**config.mk**
```make
export PLATFORM = sky130hd
export DESIGN_NAME = binary_dilation_3x3_core
export DESIGN_NICKNAME = d
export VERILOG_FILES = /design/src/hw/rtl/bd3_pkg.sv /design/src/hw/rtl/bd3_line_store.sv /design/src/hw/rtl/bd3_window_cell.sv /design/src/hw/rtl/binary_dilation_3x3_core.sv
export SDC_FILE = /design/constraint.sdc
export NUM_CORES = 2
export LEC_CHECK = 0
export BUFFER_PORTS_ARGS = -buffer_cell sky130_fd_sc_hd__buf_2
export CAP_MARGIN = 15
export CELL_PAD_IN_SITES_DETAIL_PLACEMENT = 0
export CELL_PAD_IN_SITES_GLOBAL_PLACEMENT = 1
export CORE_ASPECT_RATIO = 1.25
export CORE_MARGIN = 3
export CORE_UTILIZATION = 35
export DETAILED_ROUTE_END_ITERATION = 7
export PLACE_DENSITY = 0.6
export REMOVE_ABC_BUFFERS = 1
export SYNTH_ARGS = -nofsm -noshare
export SYNTH_HDL_FRONTEND = slang
export SYNTH_HIERARCHICAL = 1
export SYNTH_SLANG_ARGS = --single-unit
```
**constraint.sdc**
```tcl
create_clock -name clk_i -period 25.5 [get_ports clk_i]
set_input_delay 1.275 -clock clk_i [delete_from_list [all_inputs] [get_ports clk_i]]
set_output_delay 1.275 -clock clk_i [all_outputs]
set_load 0.02 [all_outputs]
```
**src/hw/rtl/bd3_pkg.sv**
```systemverilog
// Shared types and constants for the 3x3 binary dilation core.
// No dependencies; imported by the window cell, the core and the testbench.
package bd3_pkg;

  // Widths of the configuration fields and of the configuration port.
  localparam int IMAGE_WIDTH_W  = 11;
  localparam int IMAGE_HEIGHT_W = 13;
  localparam int CFG_DATA_W     = 13;
  localparam int CFG_IDX_W      = 2;

  // Register indexes on the configuration port.
  localparam logic [CFG_IDX_W-1:0] REG_IMAGE_WIDTH  = 2'd0;
  localparam logic [CFG_IDX_W-1:0] REG_IMAGE_HEIGHT = 2'd1;

  // One window column: bit 0 top row, bit 1 middle row, bit 2 bottom row.
  typedef logic [2:0] col_t;

  // Control shared by all window cells.
  typedef struct packed {
    logic shift;
    logic clear;
  } cell_ctrl_t;

endpackage

```
**src/hw/rtl/bd3_line_store.sv**
```systemverilog
// Line store memory for the dilation core: one write and one registered read per cycle.
// A write to the address being read is forwarded to the read register.
// Depends on nothing.
module bd3_line_store #(
  parameter int DEPTH = 1024,
  parameter int DW    = 2
) (
  input  logic                     clk_i,
  input  logic                     we_i,
  input  logic [$clog2(DEPTH)-1:0] waddr_i,
  input  logic [DW-1:0]            wdata_i,
  input  logic [$clog2(DEPTH)-1:0] raddr_i,
  output logic [DW-1:0]            rdata_o
);

  logic [DW-1:0] mem [DEPTH];
  logic [DW-1:0] rdata_q;

  // Write port.
  always_ff @(posedge clk_i) begin
    if (we_i) begin
      mem[waddr_i] <= wdata_i;
    end
  end

  // Registered read with write-to-read forwarding.
  always_ff @(posedge clk_i) begin
    if (we_i && (waddr_i == raddr_i)) begin
      rdata_q <= wdata_i;
    end else begin
      rdata_q <= mem[raddr_i];
    end
  end

  assign rdata_o = rdata_q;

endmodule

```
**src/hw/rtl/bd3_window_cell.sv**
```systemverilog
// One column cell of the 3x3 window; cells form a chain that shifts left per transaction.
// Depends on bd3_pkg.
module bd3_window_cell (
  input  logic              clk_i,
  input  logic              rst_ni,
  input  bd3_pkg::cell_ctrl_t ctrl_i,
  input  bd3_pkg::col_t     col_i,
  output bd3_pkg::col_t     col_o
);
  import bd3_pkg::*;

  col_t col_q;

  // Column register: cleared on a stream restart, loaded from the neighbor on a shift.
  always_ff @(posedge clk_i or negedge rst_ni) begin
    if (!rst_ni) begin
      col_q <= '0;
    end else if (ctrl_i.clear) begin
      col_q <= '0;
    end else if (ctrl_i.shift) begin
      col_q <= col_i;
    end
  end

  assign col_o = col_q;

endmodule

```
**src/hw/rtl/binary_dilation_3x3_core.sv**
```systemverilog
// 3x3 binary dilation core: top level, counters, output register.
// Depends on bd3_pkg, bd3_line_store and bd3_window_cell.
// Throughput: one item per cycle while the output is not held off, set by the line store
// read-modify-write, which prefetches the next column and forwards a same-column write.
// The result for pixel (r, c) is registered when the item one row and one pixel later in the
// stream is accepted, and is offered on the output in the next cycle.
// Reset clears counters, window and output valid; line store contents are not cleared.
module binary_dilation_3x3_core #(
  parameter int MAX_WIDTH  = 1024,
  parameter int MAX_HEIGHT = 4096
) (
  input  logic                            clk_i,
  input  logic                            rst_ni,
  // Configuration write channel.
  input  logic                            cfg_valid_i,
  output logic                            cfg_ready_o,
  input  logic [bd3_pkg::CFG_IDX_W-1:0]   cfg_index_i,
  input  logic [bd3_pkg::CFG_DATA_W-1:0]  cfg_data_i,
  // Input stream.
  input  logic                            s_axis_tvalid_i,
  output logic                            s_axis_tready_o,
  input  logic [7:0]                      s_axis_tdata_i,  // [0] pixel_in, [7:1] zero
  input  logic                            s_axis_tuser_i,  // [0] operation
  // Output stream.
  output logic                            m_axis_tvalid_o,
  input  logic                            m_axis_tready_i,
  output logic [7:0]                      m_axis_tdata_o,  // [0] pixel_out, [7:1] zero
  output logic                            m_axis_tlast_o,  // row_end
  output logic                            m_axis_tuser_o   // [0] image_end
);
  import bd3_pkg::*;

  localparam int CW = $clog2(MAX_WIDTH);
  localparam int WW = $clog2(MAX_WIDTH + 1);
  localparam int RW = $clog2(MAX_HEIGHT);
  localparam int HW = $clog2(MAX_HEIGHT + 1);
  localparam int RESET_WIDTH  = (64 > MAX_WIDTH) ? MAX_WIDTH : 64;
  localparam int RESET_HEIGHT = (64 > MAX_HEIGHT) ? MAX_HEIGHT : 64;

  // Registers.
  logic [WW-1:0] width_q, width_d;
  logic [HW-1:0] height_q, height_d;
  logic [CW-1:0] in_col_q, in_col_d;
  logic [1:0]    in_row_q, in_row_d;
  logic [CW-1:0] out_col_q, out_col_d;
  logic [RW-1:0] out_row_q, out_row_d;
  logic          out_valid_q, out_valid_d;
  logic          out_pix_q, out_pix_d;
  logic          out_row_end_q, out_row_end_d;
  logic          out_img_end_q, out_img_end_d;

  // Datapath signals.
  logic                  cfg_acc, in_acc, restart, pix, emit, last_col, last_row, last;
  logic [1:0]            ls_rdata, ls_wdata;
  logic [WW-1:0]         in_col_inc, out_col_inc;
  logic [HW-1:0]         out_row_inc;
  logic [IMAGE_WIDTH_W-1:0]  width_raw;
  logic [IMAGE_HEIGHT_W-1:0] height_raw;
  col_t                  vec, right_c, mid_c, left_c;
  logic [8:0]            win_nxt, keep;
  cell_ctrl_t            cell_ctrl;

  assign cfg_ready_o     = 1'b1;
  assign cfg_acc         = cfg_valid_i && cfg_ready_o;
  assign s_axis_tready_o = !out_valid_q || m_axis_tready_i;
  assign in_acc          = s_axis_tvalid_i && s_axis_tready_o;

  // Column vector: older stored row on top, newer row in the middle, input at the bottom.
  assign pix      = s_axis_tuser_i ? 1'b0 : s_axis_tdata_i[0];
  assign vec      = {pix, ls_rdata[1], ls_rdata[0]};
  assign ls_wdata = {pix, ls_rdata[1]};

  bd3_line_store #(
    .DEPTH(MAX_WIDTH),
    .DW   (2)
  ) u_line_store (
    .clk_i  (clk_i),
    .we_i   (in_acc),
    .waddr_i(in_col_q),
    .wdata_i(ls_wdata),
    .raddr_i(in_col_d),
    .rdata_o(ls_rdata)
  );

  // Window chain: the newest column enters on the right and moves left.
  assign cell_ctrl.shift = in_acc;
  assign cell_ctrl.clear = restart;

  bd3_window_cell u_cell_right (
    .clk_i (clk_i), .rst_ni(rst_ni), .ctrl_i(cell_ctrl), .col_i(vec), .col_o(right_c)
  );
  bd3_window_cell u_cell_mid (
    .clk_i (clk_i), .rst_ni(rst_ni), .ctrl_i(cell_ctrl), .col_i(right_c), .col_o(mid_c)
  );
  bd3_window_cell u_cell_left (
    .clk_i (clk_i), .rst_ni(rst_ni), .ctrl_i(cell_ctrl), .col_i(mid_c), .col_o(left_c)
  );

  // Position, configuration and result logic.
  always_comb begin
    width_raw   = cfg_data_i[IMAGE_WIDTH_W-1:0];
    height_raw  = cfg_data_i[IMAGE_HEIGHT_W-1:0];
    in_col_inc  = WW'(in_col_q) + 1'b1;
    out_col_inc = WW'(out_col_q) + 1'b1;
    out_row_inc = HW'(out_row_q) + 1'b1;
    win_nxt     = {vec, right_c, mid_c};

    emit     = (in_row_q >= 2'd2) || ((in_row_q == 2'd1) && (in_col_q != '0));
    last_col = out_col_inc >= width_q;
    last_row = out_row_inc >= height_q;
    last     = last_col && last_row;

    // Mask window positions that fall outside the image.
    keep = 9'h1FF;
    if (out_col_q == '0) keep = keep & ~9'h007;
    if (last_col)        keep = keep & ~9'h1C0;
    if (out_row_q == '0) keep = keep & ~9'h049;
    if (last_row)        keep = keep & ~9'h124;

    width_d       = width_q;
    height_d      = height_q;
    in_col_d      = in_col_q;
    in_row_d      = in_row_q;
    out_col_d     = out_col_q;
    out_row_d     = out_row_q;
    out_valid_d   = out_valid_q && !m_axis_tready_i;
    out_pix_d     = out_pix_q;
    out_row_end_d = out_row_end_q;
    out_img_end_d = out_img_end_q;
    restart       = 1'b0;

    // Writes to the size registers clamp the value and restart the stream.
    if (cfg_acc) begin
      unique case (cfg_index_i)
        REG_IMAGE_WIDTH: begin
          restart = 1'b1;
          if (width_raw == '0) begin
            width_d = WW'(1);
          end else if (32'(width_raw) > 32'(MAX_WIDTH)) begin
            width_d = WW'(MAX_WIDTH);
          end else begin
            width_d = WW'(width_raw);
          end
        end
        REG_IMAGE_HEIGHT: begin
          restart = 1'b1;
          if (height_raw == '0) begin
            height_d = HW'(1);
          end else if (32'(height_raw) > 32'(MAX_HEIGHT)) begin
            height_d = HW'(MAX_HEIGHT);
          end else begin
            height_d = HW'(height_raw);
          end
        end
        default: begin
          restart = 1'b0;
        end
      endcase
    end

    // Input transaction: advance the input position and emit a result when one is due.
    if (in_acc) begin
      if (in_col_inc >= width_q) begin
        in_col_d = '0;
        if (in_row_q != 2'd2) in_row_d = in_row_q + 2'd1;
      end else begin
        in_col_d = in_col_inc[CW-1:0];
      end
      if (emit) begin
        out_valid_d   = 1'b1;
        out_pix_d     = (win_nxt & keep) != '0;
        out_row_end_d = last_col;
        out_img_end_d = last;
        if (last) begin
          restart = 1'b1;
        end else if (last_col) begin
          out_col_d = '0;
          out_row_d = out_row_inc[RW-1:0];
        end else begin
          out_col_d = out_col_inc[CW-1:0];
        end
      end
    end

    if (restart) begin
      in_col_d  = '0;
      in_row_d  = '0;
      out_col_d = '0;
      out_row_d = '0;
    end
    if (cfg_acc && restart) begin
      out_valid_d = 1'b0;
    end
  end

  // Control registers.
  always_ff @(posedge clk_i or negedge rst_ni) begin
    if (!rst_ni) begin
      width_q     <= WW'(RESET_WIDTH);
      height_q    <= HW'(RESET_HEIGHT);
      in_col_q    <= '0;
      in_row_q    <= '0;
      out_col_q   <= '0;
      out_row_q   <= '0;
      out_valid_q <= 1'b0;
    end else begin
      width_q     <= width_d;
      height_q    <= height_d;
      in_col_q    <= in_col_d;
      in_row_q    <= in_row_d;
      out_col_q   <= out_col_d;
      out_row_q   <= out_row_d;
      out_valid_q <= out_valid_d;
    end
  end

  // Output payload register.
  always_ff @(posedge clk_i) begin
    out_pix_q     <= out_pix_d;
    out_row_end_q <= out_row_end_d;
    out_img_end_q <= out_img_end_d;
  end

  assign m_axis_tvalid_o = out_valid_q;
  assign m_axis_tdata_o  = {7'b0, out_pix_q};
  assign m_axis_tlast_o  = out_row_end_q;
  assign m_axis_tuser_o  = out_img_end_q;

  // The end of an image is always the end of a row.
  a_img_end_row_end: assert property (@(posedge clk_i) disable iff (!rst_ni)
    m_axis_tvalid_o && m_axis_tuser_o |-> m_axis_tlast_o)
    else $error("image end without row end");

  // Configured sizes stay in range.
  a_size_range: assert property (@(posedge clk_i) disable iff (!rst_ni)
    (width_q != '0) && (32'(width_q) <= 32'(MAX_WIDTH)) &&
    (height_q != '0) && (32'(height_q) <= 32'(MAX_HEIGHT)))
    else $error("image size register out of range");

  // Input column stays inside the row.
  a_in_col_range: assert property (@(posedge clk_i) disable iff (!rst_ni)
    WW'(in_col_q) < width_q)
    else $error("input column beyond image width");

  // The saturating row counter never reaches its unused code.
  a_in_row_sat: assert property (@(posedge clk_i) disable iff (!rst_ni)
    in_row_q != 2'd3)
    else $error("input row counter overflow");

  // Finishing an image restarts all positions.
  a_last_restart: assert property (@(posedge clk_i) disable iff (!rst_ni)
    in_acc && emit && last |=> (in_col_q == '0) && (in_row_q == '0) &&
    (out_col_q == '0) && (out_row_q == '0))
    else $error("positions not restarted after image end");

endmodule

```
==> After elaboration in Yosys (flattened, before gate mapping) <==
Memories as Yosys holds them, arrays and structs flattened. A register that Yosys moved wholly into a read port is not among the register bits.
Cells that the tools add are included.
{ "op_classes": {"reduce_logical": 28, "magnitude_cmp": 6, "n_addsub": 4, "n_mux": 40, "eq_ne": 4, "bitwise_logic": 1} }
{ "ops": {"columns": ["cell", "n"], "rows": [
  ["$mux W10", 8],
  ["$mux W12", 5],
  ["$mux W13", 2],
  ["$add A10 B1 Y11 const B", 2],
  ["$ge A11 B11 Y1", 2],
  ["$mux W11", 2],
  ["$mux W9", 2],
  ["$mux W3", 5],
  ["$add A12 B1 Y13 const B", 1],
  ["$ge A13 B13 Y1", 1],
  ["$gt A13 B13 Y1 const B", 1],
  ["$logic_not A13 Y1", 1],
  ["$logic_not A12 Y1", 1],
  ["$gt A11 B11 Y1 const B", 1],
  ["$logic_not A11 Y1", 1],
  ["$mux W1", 11],
  ["$logic_not A10 Y1", 1],
  ["$reduce_bool A10 Y1", 1],
  ["$reduce_bool A2 Y1", 5],
  ["$and A9 B9 Y9", 1],
  ["$reduce_bool A9 Y1", 1],
  ["$mux W2", 4],
  ["$mux W7", 1],
  ["$reduce_and A2 Y1", 3],
  ["11 further kinds", 20]
]} }
{ "word_totals": {"in_bits": 29, "n_memories": 1, "register_bits": 68, "ram_bits": 2048, "output_inout_bits": 13} }
{ "memory_table": {"columns": ["memory", "depth", "width", "read_ports", "rd_ports_with_merged_regs", "write_ports", "line", "source"], "rows": [
  ["u_line_store.mem", 1024, 2, 1, 1, 1, "bd3_line_store.sv:16", "logic [DW-1:0] mem [DEPTH];"]
]} }

==> Depth between registers and ports, before layout <==
{ "logic_depth": {"word_depth": 9, "mapped_depth": 17} }

==> Hierarchy <==
The synthesis kept the hierarchy.
{ "modules_own_cells": {"columns": ["mod", "n_inst", "area_per_inst_um2", "cells_per_inst"], "rows": [
  ["bd3_line_store", 1, 83918.0, 4801],
  ["binary_dilation_3x3_core", 1, 4344.2, 494],
  ["bd3_window_cell", 2, 116.4, 9]
]} }

==> Least setup slack after synthesis <==
OpenSTA, ideal clock, no wires.
{ "synth_timing": {"path_kind": "input port to flip-flop", "startpoint": "input s_axis_tuser_i", "endpoint": "memory u_line_store.mem[0][1] (data pin)", "arrival_ns": 26.394, "setup_ns": 5.284, "cell_stages": 1, "slack_ns": -6.177, "n_path_buf": 0, "path_cell_list": "nor2b_1"} }
{ "synth_between": {"elab_chain_len": 1} }
{ "synth_lines": {"columns": ["element", "line", "source"], "rows": [
  ["start: declaration", "binary_dilation_3x3_core.sv:23", "input logic s_axis_tuser_i,"],
  ["$mux W1", "binary_dilation_3x3_core.sv:69", "assign pix = s_axis_tuser_i ? 1'b0 : s_axis_tdata_i[0];"],
  ["end: declaration", "bd3_line_store.sv:16", null]
]} }
Every way passes these cells.

==> metrics.md <==
| Metric | Value |
|---|---|
| Status | `finished clean` |
| Final Cycle Share | `0.359` |
| Max-cap violations | `0` |
| Setup TNS | `0 ns` |
| Post-Syn Area per Cell | `16.7 um2` |
| Peak supply drop | `roughly 0.29 mV` |
| Drt drc | `0` |
| Die Wd | `about 460 um` |
| CP endpoint | `u_line_store/mem[288][0]$_DFFE_PP_` |
| Mapped cell area | `between 80000 and 90000 um2` |
| Pre-antenna DRT Iters | `5` |
| Warnings, synthesis | `6` |
| R2R depth | `16` |
| Largest fanout on the critical path | `91` |
| Core area | `between 200000 and 300000 um2` |
| Drt wl/cell | `28.4 um` |
| Worst Max-Slew Pin Slew | `roughly 1.2 ns` |
| Most frequent cells in the layout | `edfxtp_1, nor2_1, mux4_2` |
| Final WS setup | `~16 ns` |
| Placer Congestion | `just under 0.8` |
| DIE AREA | `about 260000 um2` |
| Clk slew on worst S/H paths | `~0.060 ns` |
| Global-route wire length before repair | `approximately 360000 um` |
| Root Buffer Master | `clkbuf_16` |
| Clk buf depth | `4` |
| Synth Register Bits | `2126` |
| Via Count | `48161` |
| Final total power | `0.0106 W` |
| Vias in the first global route | `50389` |
| Clock buffer count from CTS | `213` |
| FF-to-FF End | `u_line_store/mem[288][0]$_DFFE_PP_` |
| Hold-fix buffers, CTS | `0` |
| I/O Buffers | `26` |
| Sequential Area | `63400 um2` |
| Ys async rst share | `0.0306` |
| # resized after CTS | `0` |
| I/O pin count | `42` |
| Power per cell area | `107 nW/um2` |
| GR Layer Usage met3 | `0.0225` |
| Die Y | `568 um` |
| Grt ovf | `0` |
| Met1 Track Usage GR | `0.239` |
| Pins over their slew limit | `0` |
| Post-Place Setup Slack | `roughly 16 ns` |
| Rel. slew slack | `0.198` |
| H-tree Lvls | `4` |
| Final-report hold violation count | `0` |
| WP data required | `between 20 and 30 ns` |
| M2 GR Usage | `0.337` |
| Main synth FF type | `edfxtp_1` |
| Cells after Synth | `between 5000 and 6000` |
| Via density | `5.50` |
| Postcts setup bufs | `0` |
| Yosys cell types | `85` |
| RSZ-0062 raised after global routing | `false` |
| Seq/Total Area, Yosys | `0.717` |
| Routed WL | `around 250000 um` |
| Commonest non-fill, non-tap cell in the layout | `edfxtp_1` |
| Clk Latency, worst-skew pair | `slightly below 0.9 ns` |
| Setup violators final | `0` |
| ANT nets after route | `0` |
| Gr busiest metal | `met2` |
| Clock sink total | `2126` |
| Share of layout cells above drive strength 1 | `0.187` |
| CP Class | `flip-flop to flip-flop` |
| Crit path time final | `9.16 ns` |
| Final HPWL DP | `138000 um` |
| CTS tree | `done` |
| Fin nets | `approximately 5400` |
| Starting Density | `0.353` |
| Static Leak | `approximately 30 nW` |
| Max Clk Rate | `109 MHz` |
| Area Growth Syn to Fin | `12.0%` |
| Post-Layout Inst Area | `99100 um2` |
| Crit start category | `flip-flop` |
| Num rows | `~210` |
| GRT Resource Usage Total | `0.189` |
| Arrival @ worst endpoint | `9.68 ns` |
| Antenna violations before repair | `6` |
| Largest net degree at the start of global routing | `229` |
| Final worst clock skew | `0.0674 ns` |
| Placed inst area | `around 90000 um2` |
| Starting DRT DRC Count | `4566` |
| Reg2Reg Setup Slack | `~16 ns` |
| Worst hold path type | `flip-flop to flip-flop` |
| Multi-input logic area | `23100 um2` |
| Fill cell count | `22886` |
| Number of flops mapped to enable cells by yosys | `2051` |
| Crit. End Element | `flip-flop` |
==> critical path, stage by stage (launching register included) <==
cell	delay [ns]
dfxtp_4	0.61
buf_4	0.57
buf_4	0.75
buf_4	0.75
buf_4	0.82
mux2i_1	0.22
o221ai_1	0.27
o22ai_1	0.12
o21ai_0	0.32
o21ai_0	0.15
nor3_1	0.46
a21oi_1	0.15
nand4_1	0.22
buf_4	0.72
buf_4	0.77
buf_4	0.82
buf_4	0.80
==> cell families (layout without fill, tap and decap cells) <==
group / Yosys count / count (layout) / share of synthesized area
XOR/XNOR: 26 / 26 / 0.00257
AO/OA/AOI/OAI: 466 / 466 / 0.0371
multiplexers: 672 / 672 / 0.140
buffers and inverters: 469 / 600 / 0.0269
flip-flops: 2126 / 2126 / 0.717
AND/OR/NAND/NOR: 1509 / 1509 / 0.0710
other: 2 / 10 / 0.0000849
adder cells (fa/ha/maj): 43 / 43 / 0.00608
==> worst min-delay path by stage <==
stage	start	end	slack, ns	depth (start not counted)
after floorplan	height_q[0]$_DFFE_PN0P_	height_q[0]$_DFFE_PN0P_	0.45	2
after global placement	width_q[2]$_DFFE_PN0P_	width_q[2]$_DFFE_PN0P_	0.47	2
after detailed placement	width_q[6]$_DFFE_PN1P_	width_q[6]$_DFFE_PN1P_	0.47	2
after CTS	width_q[6]$_DFFE_PN1P_	width_q[6]$_DFFE_PN1P_	0.48	2
after global routing	width_q[6]$_DFFE_PN1P_	width_q[6]$_DFFE_PN1P_	0.50	2
final	width_q[6]$_DFFE_PN1P_	width_q[6]$_DFFE_PN1P_	0.48	2
==> per-layer routing <==
| metal | routed length (um) | vias to the layer above | share of wire |
|---|---|---|---|
| met5 | 0 | - | 0 |
| met4 | 8060 | 0 | 0.032 |
| met3 | 12600 | 358 | 0.051 |
| met2 | 129000 | 1349 | 0.52 |
| met1 | 99200 | 25810 | 0.40 |
| li1 | - | 20644 | - |
==> cell usage after synthesis, types with 17 or more instances <==
library cell  number  share of area
buf_4             38         0.0032
mux2i_1          211          0.024
nor4_1            17         0.0012
nor2b_1           17         0.0012
dfrtp_1           63          0.018
buf_2             31         0.0018
buf_1             54         0.0023
o221ai_1          83         0.0082
buf_6             33         0.0042
inv_1             38         0.0016
nand2_1          149         0.0063
mux4_2           449           0.11
edfxtp_1        2051           0.70
o22ai_1           46         0.0033
a21oi_1           97         0.0055
nand3_1           77         0.0044
nand2b_1          24         0.0017
a22oi_1           45         0.0038
clkbuf_1         257          0.011
nand4_1           18         0.0013
nor3_1            53         0.0030
ha_1              43         0.0061
o21ai_0           57         0.0032
a22o_1            29         0.0029
nor2_1          1083          0.046
==> cell type report <==
| type | instances | area share |
|---|---|---|
| Sequential cell | 2126 | 0.640 |
| Clock inverter | 138 | 0.0133 |
| Inverter | 40 | 0.00157 |
| Tap cell | 3312 | 0.0418 |
| Antenna cell | 2 | 0.0000505 |
| Timing Repair Buffer | 175 | 0.0142 |
| Clock buffer | 247 | 0.0558 |
| Multi-Input combinational cell | 2724 | 0.233 |
==> state kept, by name (all words and copies together), names as in the netlist, 2 cells and up, named ones only <==
signal / cells
in_row_q: 2
height_q: 13
out_row_q: 12
width_q: 11
u_line_store/mem: 2048
in_col_q: 10
u_cell_right/col_o: 3
u_cell_mid/col_o: 3
out_col_q: 10
==> report_power, final <==
part / switching [W] / internal [W] / leakage (nW)
logic: 0.00191 / 0.000872 / 7.08
clock network: 0.00134 / 0.00178 / 3.35
registers: 0.0000655 / 0.00467 / 19.4
==> per-stage QoR <==
step,hold slack [ns],util,instances
floorplan,0.445,-,4890
global placement,0.471,0.368,8369
detailed placement,0.473,0.368,8372
CTS,0.483,0.395,8757
global route,0.501,0.396,8763
finish,0.483,0.396,8764
(Power assumes the default switching activity.)
